[src/hw/rtl/pcs_pkg.sv]
// Shared types and constants for the path command to segment converter.
// No dependencies; imported by pcs_front, pcs_back and the top level.
`timescale 1ns / 1ps
`default_nettype none

package pcs_pkg;

   localparam int ARG_W                = 32;
   localparam int FUNC_W               = 3;
   localparam int KIND_W               = 2;
   localparam int SEG_TOTAL_W          = 17;
   localparam int QUEUE_DEPTH          = 4;
   localparam int MAX_SEGMENTS_DEFAULT = 65536;

   // Command codes as they arrive on the request side
   localparam logic [FUNC_W-1:0] FUNC_MOVE_ABS  = 3'd0;
   localparam logic [FUNC_W-1:0] FUNC_LINE_REL  = 3'd1;
   localparam logic [FUNC_W-1:0] FUNC_LINE_ABS  = 3'd2;
   localparam logic [FUNC_W-1:0] FUNC_CLOSE     = 3'd3;
   localparam logic [FUNC_W-1:0] FUNC_HLINE_REL = 3'd4;
   localparam logic [FUNC_W-1:0] FUNC_VLINE_REL = 3'd5;
   localparam logic [FUNC_W-1:0] FUNC_END_CHUNK = 3'd6;
   localparam logic [FUNC_W-1:0] FUNC_EOF       = 3'd7;

   // Result kinds as they leave on the response side
   localparam logic [KIND_W-1:0] KIND_SEGMENT   = 2'd0;
   localparam logic [KIND_W-1:0] KIND_CHUNK_BOX = 2'd1;
   localparam logic [KIND_W-1:0] KIND_FRAME_BOX = 2'd2;

   // Normalized operation handed from the front to the back
   typedef enum logic [2:0] {
      OP_MOVE,
      OP_LINE_REL,
      OP_LINE_ABS,
      OP_CLOSE,
      OP_END_CHUNK,
      OP_EOF
   } op_type;

   // One queued command: relative forms already carry both deltas
   typedef struct packed {
      op_type                  op;
      logic signed [ARG_W-1:0] ax;
      logic signed [ARG_W-1:0] ay;
   } cmd_type;

endpackage

`default_nettype wire

[src/hw/rtl/pcs_front.sv]
// Front end: decodes path commands into normalized operations and queues them.
// Depends on pcs_pkg (cmd_type, op_type, command codes, QUEUE_DEPTH).
`timescale 1ns / 1ps
`default_nettype none

module pcs_front (
   input  wire logic                        clock,
   input  wire logic                        reset,
   input  wire logic                        req_tvalid,
   output logic                             req_tready,
   input  wire logic [pcs_pkg::FUNC_W-1:0]  req_func,
   input  wire logic [pcs_pkg::ARG_W-1:0]   req_arg_x,
   input  wire logic [pcs_pkg::ARG_W-1:0]   req_arg_y,
   output logic                             head_valid,
   output pcs_pkg::cmd_type                 head_cmd,
   input  wire logic                        head_pop
);
   import pcs_pkg::*;

   localparam int PTR_W = (QUEUE_DEPTH > 1) ? $clog2(QUEUE_DEPTH) : 1;
   localparam int CNT_W = $clog2(QUEUE_DEPTH + 1);
   localparam logic [PTR_W-1:0] PTR_LAST = PTR_W'(QUEUE_DEPTH - 1);
   localparam logic [CNT_W-1:0] CNT_FULL = CNT_W'(QUEUE_DEPTH);

   cmd_type            queue_ff [QUEUE_DEPTH];
   logic [PTR_W-1:0]   wr_ptr_ff, wr_ptr_in;
   logic [PTR_W-1:0]   rd_ptr_ff, rd_ptr_in;
   logic [CNT_W-1:0]   count_ff, count_in;
   cmd_type            decoded;
   logic               push;
   logic               pop;

   // Horizontal and vertical lines become relative lines with one zero delta
   always_comb begin
      decoded.ax = req_arg_x;
      decoded.ay = req_arg_y;
      unique case (req_func)
         FUNC_MOVE_ABS:  decoded.op = OP_MOVE;
         FUNC_LINE_REL:  decoded.op = OP_LINE_REL;
         FUNC_LINE_ABS:  decoded.op = OP_LINE_ABS;
         FUNC_CLOSE:     decoded.op = OP_CLOSE;
         FUNC_HLINE_REL: begin
            decoded.op = OP_LINE_REL;
            decoded.ay = '0;
         end
         FUNC_VLINE_REL: begin
            decoded.op = OP_LINE_REL;
            decoded.ax = '0;
            decoded.ay = req_arg_x;
         end
         FUNC_END_CHUNK: decoded.op = OP_END_CHUNK;
         FUNC_EOF:       decoded.op = OP_EOF;
         default:        decoded.op = OP_EOF;
      endcase
   end

   assign req_tready = (count_ff != CNT_FULL);
   assign head_valid = (count_ff != '0);
   assign head_cmd   = queue_ff[rd_ptr_ff];
   assign push       = req_tvalid && req_tready;
   assign pop        = head_pop && head_valid;

   always_comb begin
      wr_ptr_in = wr_ptr_ff;
      rd_ptr_in = rd_ptr_ff;
      count_in  = count_ff;
      if (push) begin
         wr_ptr_in = (wr_ptr_ff == PTR_LAST) ? '0 : wr_ptr_ff + 1'b1;
      end
      if (pop) begin
         rd_ptr_in = (rd_ptr_ff == PTR_LAST) ? '0 : rd_ptr_ff + 1'b1;
      end
      if (push && !pop) begin
         count_in = count_ff + 1'b1;
      end else if (pop && !push) begin
         count_in = count_ff - 1'b1;
      end
   end

   always_ff @(posedge clock) begin
      if (reset) begin
         wr_ptr_ff <= '0;
         rd_ptr_ff <= '0;
         count_ff  <= '0;
      end else begin
         wr_ptr_ff <= wr_ptr_in;
         rd_ptr_ff <= rd_ptr_in;
         count_ff  <= count_in;
      end
   end

   always_ff @(posedge clock) begin
      if (push) begin
         queue_ff[wr_ptr_ff] <= decoded;
      end
   end

endmodule

`default_nettype wire

[src/hw/rtl/pcs_back.sv]
// Back end: path state, box tracking and the registered result stage.
// Depends on pcs_pkg (cmd_type, op_type, result kinds, widths).
`timescale 1ns / 1ps
`default_nettype none

module pcs_back #(
   parameter int MAX_SEGMENTS = pcs_pkg::MAX_SEGMENTS_DEFAULT
) (
   input  wire logic                            clock,
   input  wire logic                            reset,
   input  wire logic                            head_valid,
   input  wire pcs_pkg::cmd_type                head_cmd,
   output logic                                 head_pop,
   output logic                                 rsp_valid,
   input  wire logic                            rsp_ready,
   output logic [pcs_pkg::KIND_W-1:0]           rsp_kind,
   output logic [pcs_pkg::ARG_W-1:0]            rsp_x0,
   output logic [pcs_pkg::ARG_W-1:0]            rsp_y0,
   output logic [pcs_pkg::ARG_W-1:0]            rsp_x1,
   output logic [pcs_pkg::ARG_W-1:0]            rsp_y1,
   output logic [pcs_pkg::SEG_TOTAL_W-1:0]      rsp_seg_total,
   output logic                                 rsp_last
);
   import pcs_pkg::*;

   localparam int CNT_W = $clog2(MAX_SEGMENTS + 1);
   localparam logic [CNT_W-1:0] CNT_MAX = CNT_W'(MAX_SEGMENTS);

   typedef logic signed [ARG_W-1:0] coord_type;

   typedef struct packed {
      coord_type min_x;
      coord_type min_y;
      coord_type max_x;
      coord_type max_y;
   } box_type;

   function automatic coord_type sat_add(coord_type a, coord_type b);
      logic signed [ARG_W:0] s;
      s = {a[ARG_W-1], a} + {b[ARG_W-1], b};
      if (s[ARG_W] != s[ARG_W-1]) begin
         sat_add = s[ARG_W] ? {1'b1, {(ARG_W-1){1'b0}}} : {1'b0, {(ARG_W-1){1'b1}}};
      end else begin
         sat_add = s[ARG_W-1:0];
      end
   endfunction

   function automatic box_type box_grow(box_type b, coord_type x, coord_type y);
      box_type r;
      r = b;
      if (x < b.min_x) r.min_x = x;
      if (y < b.min_y) r.min_y = y;
      if (x > b.max_x) r.max_x = x;
      if (y > b.max_y) r.max_y = y;
      box_grow = r;
   endfunction

   // State
   coord_type          start_x_ff, start_x_in;
   coord_type          start_y_ff, start_y_in;
   coord_type          cur_x_ff, cur_x_in;
   coord_type          cur_y_ff, cur_y_in;
   logic               chunk_open_ff, chunk_open_in;
   box_type            chunk_box_ff, chunk_box_in;
   logic               frame_open_ff, frame_open_in;
   box_type            frame_box_ff, frame_box_in;
   logic [CNT_W-1:0]   seg_count_ff, seg_count_in;
   logic               eof_second_ff, eof_second_in;

   // Result stage
   logic                     rsp_valid_ff, rsp_valid_in;
   logic [KIND_W-1:0]        rsp_kind_ff, rsp_kind_in;
   box_type                  rsp_coord_ff, rsp_coord_in;
   logic [SEG_TOTAL_W-1:0]   rsp_total_ff, rsp_total_in;
   logic                     rsp_last_ff, rsp_last_in;

   logic                          out_free;
   logic                          is_move;
   logic                          fire;
   coord_type                     nx, ny;
   coord_type                     open_x, open_y;
   box_type                       chunk_cur;
   box_type                       chunk_grown;
   box_type                       frame_merged;
   logic [CNT_W+SEG_TOTAL_W-1:0]  total_ext;

   always_comb begin
      out_free = !rsp_valid_ff || rsp_ready;
      is_move  = (head_cmd.op == OP_MOVE);
      fire     = head_valid && (is_move || out_free);

      unique case (head_cmd.op)
         OP_MOVE, OP_LINE_ABS: begin
            nx = head_cmd.ax;
            ny = head_cmd.ay;
         end
         OP_LINE_REL: begin
            nx = sat_add(cur_x_ff, head_cmd.ax);
            ny = sat_add(cur_y_ff, head_cmd.ay);
         end
         OP_CLOSE: begin
            nx = start_x_ff;
            ny = start_y_ff;
         end
         default: begin
            nx = cur_x_ff;
            ny = cur_y_ff;
         end
      endcase

      // A closed chunk reopens at the current point, or at the move target
      open_x    = is_move ? nx : cur_x_ff;
      open_y    = is_move ? ny : cur_y_ff;
      chunk_cur = chunk_open_ff ? chunk_box_ff : box_type'{open_x, open_y, open_x, open_y};
      chunk_grown = box_grow(chunk_cur, nx, ny);

      frame_merged = chunk_cur;
      if (frame_open_ff) begin
         frame_merged.min_x = (chunk_cur.min_x < frame_box_ff.min_x) ?
                              chunk_cur.min_x : frame_box_ff.min_x;
         frame_merged.min_y = (chunk_cur.min_y < frame_box_ff.min_y) ?
                              chunk_cur.min_y : frame_box_ff.min_y;
         frame_merged.max_x = (chunk_cur.max_x > frame_box_ff.max_x) ?
                              chunk_cur.max_x : frame_box_ff.max_x;
         frame_merged.max_y = (chunk_cur.max_y > frame_box_ff.max_y) ?
                              chunk_cur.max_y : frame_box_ff.max_y;
      end

      total_ext = {{SEG_TOTAL_W{1'b0}}, seg_count_ff};

      // Hold the end-of-file command for its second beat
      head_pop = fire && !((head_cmd.op == OP_EOF) && !eof_second_ff);
   end

   always_comb begin
      start_x_in    = start_x_ff;
      start_y_in    = start_y_ff;
      cur_x_in      = cur_x_ff;
      cur_y_in      = cur_y_ff;
      chunk_open_in = chunk_open_ff;
      chunk_box_in  = chunk_box_ff;
      frame_open_in = frame_open_ff;
      frame_box_in  = frame_box_ff;
      seg_count_in  = seg_count_ff;
      eof_second_in = eof_second_ff;

      rsp_valid_in  = rsp_valid_ff && !rsp_ready;
      rsp_kind_in   = rsp_kind_ff;
      rsp_coord_in  = rsp_coord_ff;
      rsp_total_in  = rsp_total_ff;
      rsp_last_in   = rsp_last_ff;

      if (fire) begin
         unique case (head_cmd.op)
            OP_MOVE: begin
               start_x_in    = nx;
               start_y_in    = ny;
               cur_x_in      = nx;
               cur_y_in      = ny;
               chunk_box_in  = chunk_grown;
               chunk_open_in = 1'b1;
            end
            OP_LINE_REL, OP_LINE_ABS, OP_CLOSE: begin
               rsp_valid_in  = 1'b1;
               rsp_kind_in   = KIND_SEGMENT;
               rsp_coord_in  = '{cur_x_ff, cur_y_ff, nx, ny};
               rsp_total_in  = '0;
               rsp_last_in   = 1'b1;
               cur_x_in      = nx;
               cur_y_in      = ny;
               chunk_box_in  = chunk_grown;
               chunk_open_in = 1'b1;
               if (seg_count_ff < CNT_MAX) begin
                  seg_count_in = seg_count_ff + 1'b1;
               end
            end
            OP_END_CHUNK: begin
               rsp_valid_in  = 1'b1;
               rsp_kind_in   = KIND_CHUNK_BOX;
               rsp_coord_in  = chunk_cur;
               rsp_total_in  = '0;
               rsp_last_in   = 1'b1;
               frame_box_in  = frame_merged;
               frame_open_in = 1'b1;
               chunk_open_in = 1'b0;
            end
            OP_EOF: begin
               rsp_valid_in = 1'b1;
               if (!eof_second_ff) begin
                  rsp_kind_in   = KIND_CHUNK_BOX;
                  rsp_coord_in  = chunk_cur;
                  rsp_total_in  = '0;
                  rsp_last_in   = 1'b0;
                  frame_box_in  = frame_merged;
                  frame_open_in = 1'b1;
                  chunk_open_in = 1'b0;
                  eof_second_in = 1'b1;
               end else begin
                  rsp_kind_in   = KIND_FRAME_BOX;
                  rsp_coord_in  = frame_box_ff;
                  rsp_total_in  = total_ext[SEG_TOTAL_W-1:0];
                  rsp_last_in   = 1'b1;
                  // Drop all path state for the next file
                  start_x_in    = '0;
                  start_y_in    = '0;
                  cur_x_in      = '0;
                  cur_y_in      = '0;
                  chunk_open_in = 1'b0;
                  chunk_box_in  = '0;
                  frame_open_in = 1'b0;
                  frame_box_in  = '0;
                  seg_count_in  = '0;
                  eof_second_in = 1'b0;
               end
            end
            default: begin
               rsp_valid_in = rsp_valid_ff && !rsp_ready;
            end
         endcase
      end
   end

   always_ff @(posedge clock) begin
      if (reset) begin
         start_x_ff    <= '0;
         start_y_ff    <= '0;
         cur_x_ff      <= '0;
         cur_y_ff      <= '0;
         chunk_open_ff <= 1'b0;
         chunk_box_ff  <= '0;
         frame_open_ff <= 1'b0;
         frame_box_ff  <= '0;
         seg_count_ff  <= '0;
         eof_second_ff <= 1'b0;
         rsp_valid_ff  <= 1'b0;
      end else begin
         start_x_ff    <= start_x_in;
         start_y_ff    <= start_y_in;
         cur_x_ff      <= cur_x_in;
         cur_y_ff      <= cur_y_in;
         chunk_open_ff <= chunk_open_in;
         chunk_box_ff  <= chunk_box_in;
         frame_open_ff <= frame_open_in;
         frame_box_ff  <= frame_box_in;
         seg_count_ff  <= seg_count_in;
         eof_second_ff <= eof_second_in;
         rsp_valid_ff  <= rsp_valid_in;
      end
   end

   always_ff @(posedge clock) begin
      rsp_kind_ff  <= rsp_kind_in;
      rsp_coord_ff <= rsp_coord_in;
      rsp_total_ff <= rsp_total_in;
      rsp_last_ff  <= rsp_last_in;
   end

   assign rsp_valid     = rsp_valid_ff;
   assign rsp_kind      = rsp_kind_ff;
   assign rsp_x0        = rsp_coord_ff.min_x;
   assign rsp_y0        = rsp_coord_ff.min_y;
   assign rsp_x1        = rsp_coord_ff.max_x;
   assign rsp_y1        = rsp_coord_ff.max_y;
   assign rsp_seg_total = rsp_total_ff;
   assign rsp_last      = rsp_last_ff;

endmodule

`default_nettype wire

[src/hw/rtl/path_commands_to_segments.sv]
// Top level: path commands in, line segments and bounding boxes out.
// Depends on pcs_pkg, pcs_front and pcs_back.
`timescale 1ns / 1ps
`default_nettype none

// Channel   | Dir | tdata (low bit up)                         | tuser | tlast
// ----------+-----+--------------------------------------------+-------+------
// req_      | in  | arg_x[31:0], arg_y[63:32], pad to 64       | func  | -
// rsp_      | out | x0, y0, x1, y1, seg_total[144:128], pad 152 | kind  | last
//
// Flow: one command per cycle sustained while rsp_tready is high; end of file
// stays at the queue head until both of its result beats are issued. A result
// is registered: its command passes through a queue entry and then through the
// result register.
// Reset: synchronous; clears the queue pointers, the path state and the result
// valid directly, with no clearing pass.
// Stalls: a four-entry queue separates the decoder from the executing back end,
// so req_tready drops only when the queue is full; moves retire even while the
// result register waits on rsp_tready.

module path_commands_to_segments #(
   parameter int MAX_SEGMENTS = pcs_pkg::MAX_SEGMENTS_DEFAULT
) (
   input  wire logic          clock,
   input  wire logic          reset,
   // Command beats
   input  wire logic          req_tvalid,
   output logic               req_tready,
   input  wire logic [63:0]   req_tdata,   // arg_x[31:0], arg_y[63:32]
   input  wire logic [2:0]    req_tuser,   // func[2:0]
   // Result beats
   output logic               rsp_tvalid,
   input  wire logic          rsp_tready,
   output logic [151:0]       rsp_tdata,   // x0, y0, x1, y1, seg_total[144:128], zeros
   output logic [1:0]         rsp_tuser,   // kind[1:0]
   output logic               rsp_tlast
);
   import pcs_pkg::*;

   logic                    head_valid;
   cmd_type                 head_cmd;
   logic                    head_pop;
   logic [ARG_W-1:0]        out_x0, out_y0, out_x1, out_y1;
   logic [SEG_TOTAL_W-1:0]  out_total;

   // Decode and queue commands
   pcs_front u_front (
      .clock      (clock),
      .reset      (reset),
      .req_tvalid (req_tvalid),
      .req_tready (req_tready),
      .req_func   (req_tuser),
      .req_arg_x  (req_tdata[31:0]),
      .req_arg_y  (req_tdata[63:32]),
      .head_valid (head_valid),
      .head_cmd   (head_cmd),
      .head_pop   (head_pop)
   );

   // Execute commands and hold the result beat
   pcs_back #(
      .MAX_SEGMENTS (MAX_SEGMENTS)
   ) u_back (
      .clock         (clock),
      .reset         (reset),
      .head_valid    (head_valid),
      .head_cmd      (head_cmd),
      .head_pop      (head_pop),
      .rsp_valid     (rsp_tvalid),
      .rsp_ready     (rsp_tready),
      .rsp_kind      (rsp_tuser),
      .rsp_x0        (out_x0),
      .rsp_y0        (out_y0),
      .rsp_x1        (out_x1),
      .rsp_y1        (out_y1),
      .rsp_seg_total (out_total),
      .rsp_last      (rsp_tlast)
   );

   // Pack the result fields, first field lowest
   assign rsp_tdata = {7'b0, out_total, out_y1, out_x1, out_y0, out_x0};

endmodule

`default_nettype wire

[config.mk]
export PLATFORM = sky130hd
export DESIGN_NAME = path_commands_to_segments
export DESIGN_NICKNAME = d
export VERILOG_FILES = /design/src/hw/rtl/pcs_pkg.sv /design/src/hw/rtl/pcs_front.sv /design/src/hw/rtl/pcs_back.sv /design/src/hw/rtl/path_commands_to_segments.sv
export SDC_FILE = /design/constraint.sdc
export NUM_CORES = 2
export LEC_CHECK = 0
export BUFFER_PORTS_ARGS = -buffer_cell sky130_fd_sc_hd__buf_2
export CORE_AREA = 2 2 290 292
export DETAILED_ROUTE_END_ITERATION = 8
export DIE_AREA = 0 0 292 294
export PLACE_DENSITY = 0.84
export SLEW_MARGIN = 30
export SYNTH_ARGS = -nofsm -noshare
export SYNTH_HDL_FRONTEND = slang
export SYNTH_HIERARCHICAL = 1
export SYNTH_SLANG_ARGS = --single-unit
[constraint.sdc]
create_clock -name clock -period 7.66 [get_ports clock]
set_clock_uncertainty 0.15 [all_clocks]
set_input_delay 1.532 -clock clock [delete_from_list [all_inputs] [get_ports clock]]
set_output_delay 1.532 -clock clock [all_outputs]
set_load 0.02 [all_outputs]
After elaboration in Yosys (flattened, before gate mapping)

Memory sizes are Yosys's and may differ from the RTL's. A register that Yosys moved wholly into a read port is not among the register bits.
Cells that the tools add are included.

$lt $le $gt $ge: 9
$add $sub $neg: 7
Reductions and logical operators: 42
Eq/ne operators: 19
Muxes and demuxes: 54

Operators with widths:

| cell                                                 | count |
|---|---|
| two-way mux 128 bit                                  | 5 |
| two-way mux 32 bit                                   | 16 |
| case mux 128 bit (2 select lines)                    | 2 |
| case mux 128 bit (3 select lines)                    | 1 |
| case mux 32 bit (2 select lines)                     | 5 |
| case mux 32 bit (3 select lines)                     | 2 |
| greater-than comparator 32 bit                       | 4 |
| < comparator 32 bit                                  | 4 |
| case mux 17 bit (2 select lines)                     | 2 |
| adder 32 x 32 -> 33 bit                              | 2 |
| two-way mux 17 bit                                   | 3 |
| equality test 3 bit (second input constant)          | 6 |
| case mux 3 bit (6 select lines)                      | 1 |
| adder 17 x 1 -> 17 bit (second input constant)       | 1 |
| < comparator 17 bit (second input constant)          | 1 |
| nonzero test 2 bit                                   | 7 |
| equality test 3 x 2 -> 1 bit (second input constant) | 4 |
| two-way mux 2 bit                                    | 5 |
| AND reduction 2 bit                                  | 5 |
| logical AND 1 bit                                    | 8 |
| OR reduction 4 bit                                   | 2 |
| equality test 3 x 1 -> 1 bit (second input constant) | 2 |
| logical NOT 1 bit                                    | 6 |
| logical NOT 3 bit                                    | 2 |
| other kinds (18)                                     | 35 |

Memories: 1
Output and inout port bits: 157
Bits in writable memories: 268
Flip-flop bits (word level): 560
Logic and storage cells: 159
Input bits: 71

Memory list:

| memory           | words | bits a word | read ports | clocked after memory_dff | wr ports | RTL line        | source |
|---|---|---|---|---|---|---|---|
| u_front.queue_ff | 4     | 67          | 1          | 1                        | 1        | pcs_front.sv:25 | `cmd_type queue_ff [QUEUE_DEPTH];` |

Depth between registers and ports, before layout

Depth in word-level cells: 11
Mapped depth: 37
Mapped depth without buffers: 32

Cells and area by module

The synthesis kept the hierarchy.

By module, submodules not included:

| module                    | times used | cells each | area an instance (um^2) | sequential area each (um^2) |
|---|---|---|---|---|
| pcs_back                  | 1          | 4,061      | 35,187.5                | 12,552.0 |
| pcs_front                 | 1          | 479        | 10,710.3                | 8,227.9 |
| path_commands_to_segments | 1          | 8          | 56.3                    | 0.0 |

Worst setup path after synthesis

OpenSTA, ideal clock, no wires.

Kind: reg2reg
From: register with a tool-made name
To: register u_back/chunk_box_ff[55] in the netlist's numbering
Required time: 7,380 ps
Stages on the path, launching flop included: 35
Buffers on the path: 5
Clock period less this slack: 7,710 ps
Setup time: 130 ps
Data arrival time: 7,429 ps
Path slack: -50 ps
Cells stage by stage: dfxtp_1 -> buf_2 -> buf_6 -> buf_6 -> mux4_2 -> ha_1 -> clkbuf_1 -> o2111ai_1 -> a211oi_1 -> a21oi_1 -> o211ai_1 -> nand3_1 -> a21oi_1 -> nand2_1 -> a21oi_1 -> nor2_1 -> xnor2_1 -> ha_1 -> clkinv_1 -> o31ai_1 -> o31ai_1 -> o31ai_1 -> inv_1 -> ha_1 -> a21o_1 -> a21o_1 -> a21o_1 -> a21oi_1 -> nor2_1 -> a2111oi_0 -> o31ai_1 -> mux2i_1 -> clkbuf_1 -> mux2i_1 -> o21ai_0

RTL lines:

| what                 | RTL line        | source |
|---|---|---|
| to (signal assigned) | pcs_back.sv:242 | `chunk_box_ff <= chunk_box_in;` |
| to (decl)            | pcs_back.sv:64  | `box_type chunk_box_ff, chunk_box_in;` |

==> summary.txt <==
Outcome: complete, no violations
Buffers on Ports: 220
Die Span Y: 294 um
TritonCTS Sinks: 830
Grt ovf: 0
Worst-case reg-to-reg path depth: 34
Register area share after synthesis: 45.2%
Synth Instances: 4,548
Worst path bufs/invs: 8
Routed wire per std cell: 26.3 um
Fillers: 6,286
Starting DRC count in detailed routing: 6,485
Drt drc: 0
Area post-placement: 50,000 um^2
Slowest cell delay on critical path: 0.59 ns
Relative slew slack: 27.8%
Yosys top cell area share: 27.2%
N_diodes: 0
CTS Buf Count: 87
Post-Synthesis Cell Area: 46,000 um^2
Largest cells by area after synthesis: edfxtp_1 27%, dfxtp_1 18%, ha_1 8.8%
First-pass GRT wire length: 235,000 um
Share of flip-flops with an asynchronous set or reset: 0%
Max frequency: 133 MHz
GRT Total Usage: 35.7%
Setup crit start kind: flop
Root buf cell: clkbuf_16
Hold buffers post-CTS: 0
CP Capture Type: flop
Starting density of the core: 55.4%
Post-Synth Simple-Gate Area: 11.3%
Least-Margin Pin Slew: 1.08 ns
Hold Crit Class: reg -> reg
CTS tree: yes
Yosys reg bits: 830
Mean Syn Cell Area: 10.1 um^2
Compound-cell area share of the yosys netlist: 22.5%
Die X: 292 um
Maximum level of the CTS H-tree: 3
Mux cell area share after synthesis: 5.38%
Critical Path Stages: 34
CP max stage cell: mux4_2
Worst-case clock buffer depth: 3
Final Cycle Share: 98.3%
Vias in the first global route: 37,900
Register area: 20,800 um^2
Finished Cell Area: 53,700 um^2
CP Max Fanout: 11
Clk pin slew, worst setup/hold paths: 0.06 ns
Yosys cell types: 95
Detailed placer's ending HPWL: 112,000 um
Synth Area in XOR/XNOR: 1.22%
Synth Flop Type: edfxtp_1
Final-report max-slew violation count: 0
Die area: 85,800 um^2
Initial antenna violation count: 1
GP Congestion: 1.04
Final setup vio count: 0
Hold slack final: 0.289 ns
Main combinational cell family by area after synthesis: compound AO/OA/AOI/OAI gates
Largest net degree at the start of global routing: 97
Final hold violations: 0
Worst Path Arrival: 7.87 ns
Clk_lat worst skew: 0.67 ns
Area Overhead vs Synth: 16.8%
Pre-antenna DRT Iters: 7
Rows: 106
Yosys top cell by area: edfxtp_1
Max-Cap Viols: 0
Core Area: 82,900 um^2
Most frequent cells after synthesis: 416 x edfxtp_1, 414 x dfxtp_1, 333 x nand2_1, 325 x ha_1, 312 x inv_1
Final WL: 160,000 um
Footprint of the multi-input gates: 23,200 um^2
Synth warn: 6
CP top delay family: compound AO/OA/AOI/OAI gates
Via density: 6.78
Minimum clock period: 7.53 ns
Count leader, synth: edfxtp_1
Setup TNS Final: 0 ns
Number of I/O pins: 228
DR vias: 41,100
Req. time, crit path: 8.00 ns
# nets final: 5,318
EDFF count, synth: 416
Hold path depth: 2
Post-DRT Antenna Nets: 0
Critical setup path kind: reg -> reg
Layout cells sized above 1: 19.0%
Adder-cell share of the synthesized area: 8.98%
metrics by stage:
stage	setup slack (ns)	util, %	instances
finish	0.133	64.8	6071
detailed placement	-0.224	60.3	5886
global route	-0.208	64.8	6071
floorplan	0.0157	-	4554
global placement	-0.0141	60.3	5886
CTS	0.00721	63.9	6047
state kept, by name, summed over array words and instances (netlist names), named ones only:
name,cells
u_back/eof_second_ff,1
u_back/rsp_x1,32
u_front/rd_ptr_ff,2
u_back/chunk_open_ff,1
u_back/rsp_seg_total,17
u_back/frame_open_ff,1
u_back/rsp_y0,32
u_back/rsp_x0,32
u_back/rsp_valid,1
u_back/seg_count_ff,17
u_back/cur_y_ff,32
u_back/chunk_box_ff,128
u_back/start_x_ff,32
u_front/queue_ff,268
u_back/start_y_ff,32
u_front/count_ff,3
u_back/rsp_last,1
u_back/frame_box_ff,128
u_front/wr_ptr_ff,2
u_back/cur_x_ff,32
u_back/rsp_kind,2
u_back/rsp_y1,32
cell families after synthesis:
logic type | Yosys count
AOI/OAI and AO/OA | 1454
other | 1
and+or+nand+nor | 1107
buffers and inverters | 607
DFF | 830
xor gates and xnor gates | 61
adders and majority gates | 328
muxes | 160
layout by cell type (no fill, tap or decap), types with 22 or more instances in the layout:
master	n
ha_1	320
or3_1	42
and3_1	35
xor2_1	28
buf_12	23
nand3_1	71
a22o_1	61
o211ai_1	70
inv_1	310
a21o_1	112
xnor2_1	31
o22ai_2	31
clkbuf_16	94
a22oi_1	240
nand4_1	69
a211oi_1	35
o2bb2ai_1	98
o21a_1	44
clkbuf_1	22
nor2b_1	30
buf_2	219
o21ai_0	241
mux4_2	67
nand2_1	330
and2_1	56
o21ai_1	44
buf_4	306
a21oi_1	212
nand2b_1	27
edfxtp_1	416
dfxtp_1	411
o31ai_1	24
nor2_1	302
mux2i_1	70
nor3_1	59
metal layers:
layer / share of wire, % / global-route usage, % / vias to the layer above
li1: - / - / 17800
met1: 40 / 51.5 / 19800
met2: 42 / 51.4 / 3059
met3: 14 / 9.79 / 459
met4: 4.0 / 12.8 / 2
met5: 0.0044 / 0 / -
area by class of cell:
class | instances | area share (%)
inverters | 318 | 2.22
clock buffers | 114 | 4.38
well taps | 1080 | 2.52
flip-flops and latches | 830 | 38.7
repair buffers | 565 | 7.79
multi-input cells | 3117 | 43.2
clock inverters | 47 | 1.12
final timing paths:
kind                           startpoint                 endpoint  slack, ns
setup / recovery                     flop  u_back/chunk_box_ff[55]       0.13
hold / removal    u_back/chunk_box_ff[28]  u_back/chunk_box_ff[28]       0.29
setup reg to reg                     flop  u_back/chunk_box_ff[55]       0.13
hold reg to reg   u_back/chunk_box_ff[28]  u_back/chunk_box_ff[28]       0.29
worst register-to-register path: cells and delay by family (launching register included):
| family | cells | cell delay (ns) |
|---|---|---|
| compound gates | 17 | 3.35 |
| buf+inv | 8 | 1.21 |
| mux | 3 | 1.03 |
| fa+ha+maj | 3 | 0.90 |
| flops | 1 | 0.40 |
| simple gates | 3 | 0.34 |
what timing repair did:
| action | CTS | global route |
|---|---|---|
| buffers inserted | 0 | 16 |
| resized for setup | 8 | 78 |
| setup endpoints to repair | 50 | 224 |
| cloned | 0 | 5 |
| pin swaps | 1 | 23 |
Power is left out: the tool's default activity adds up to more than one toggle a clock period on the data nets, which glitch-free logic cannot reach.
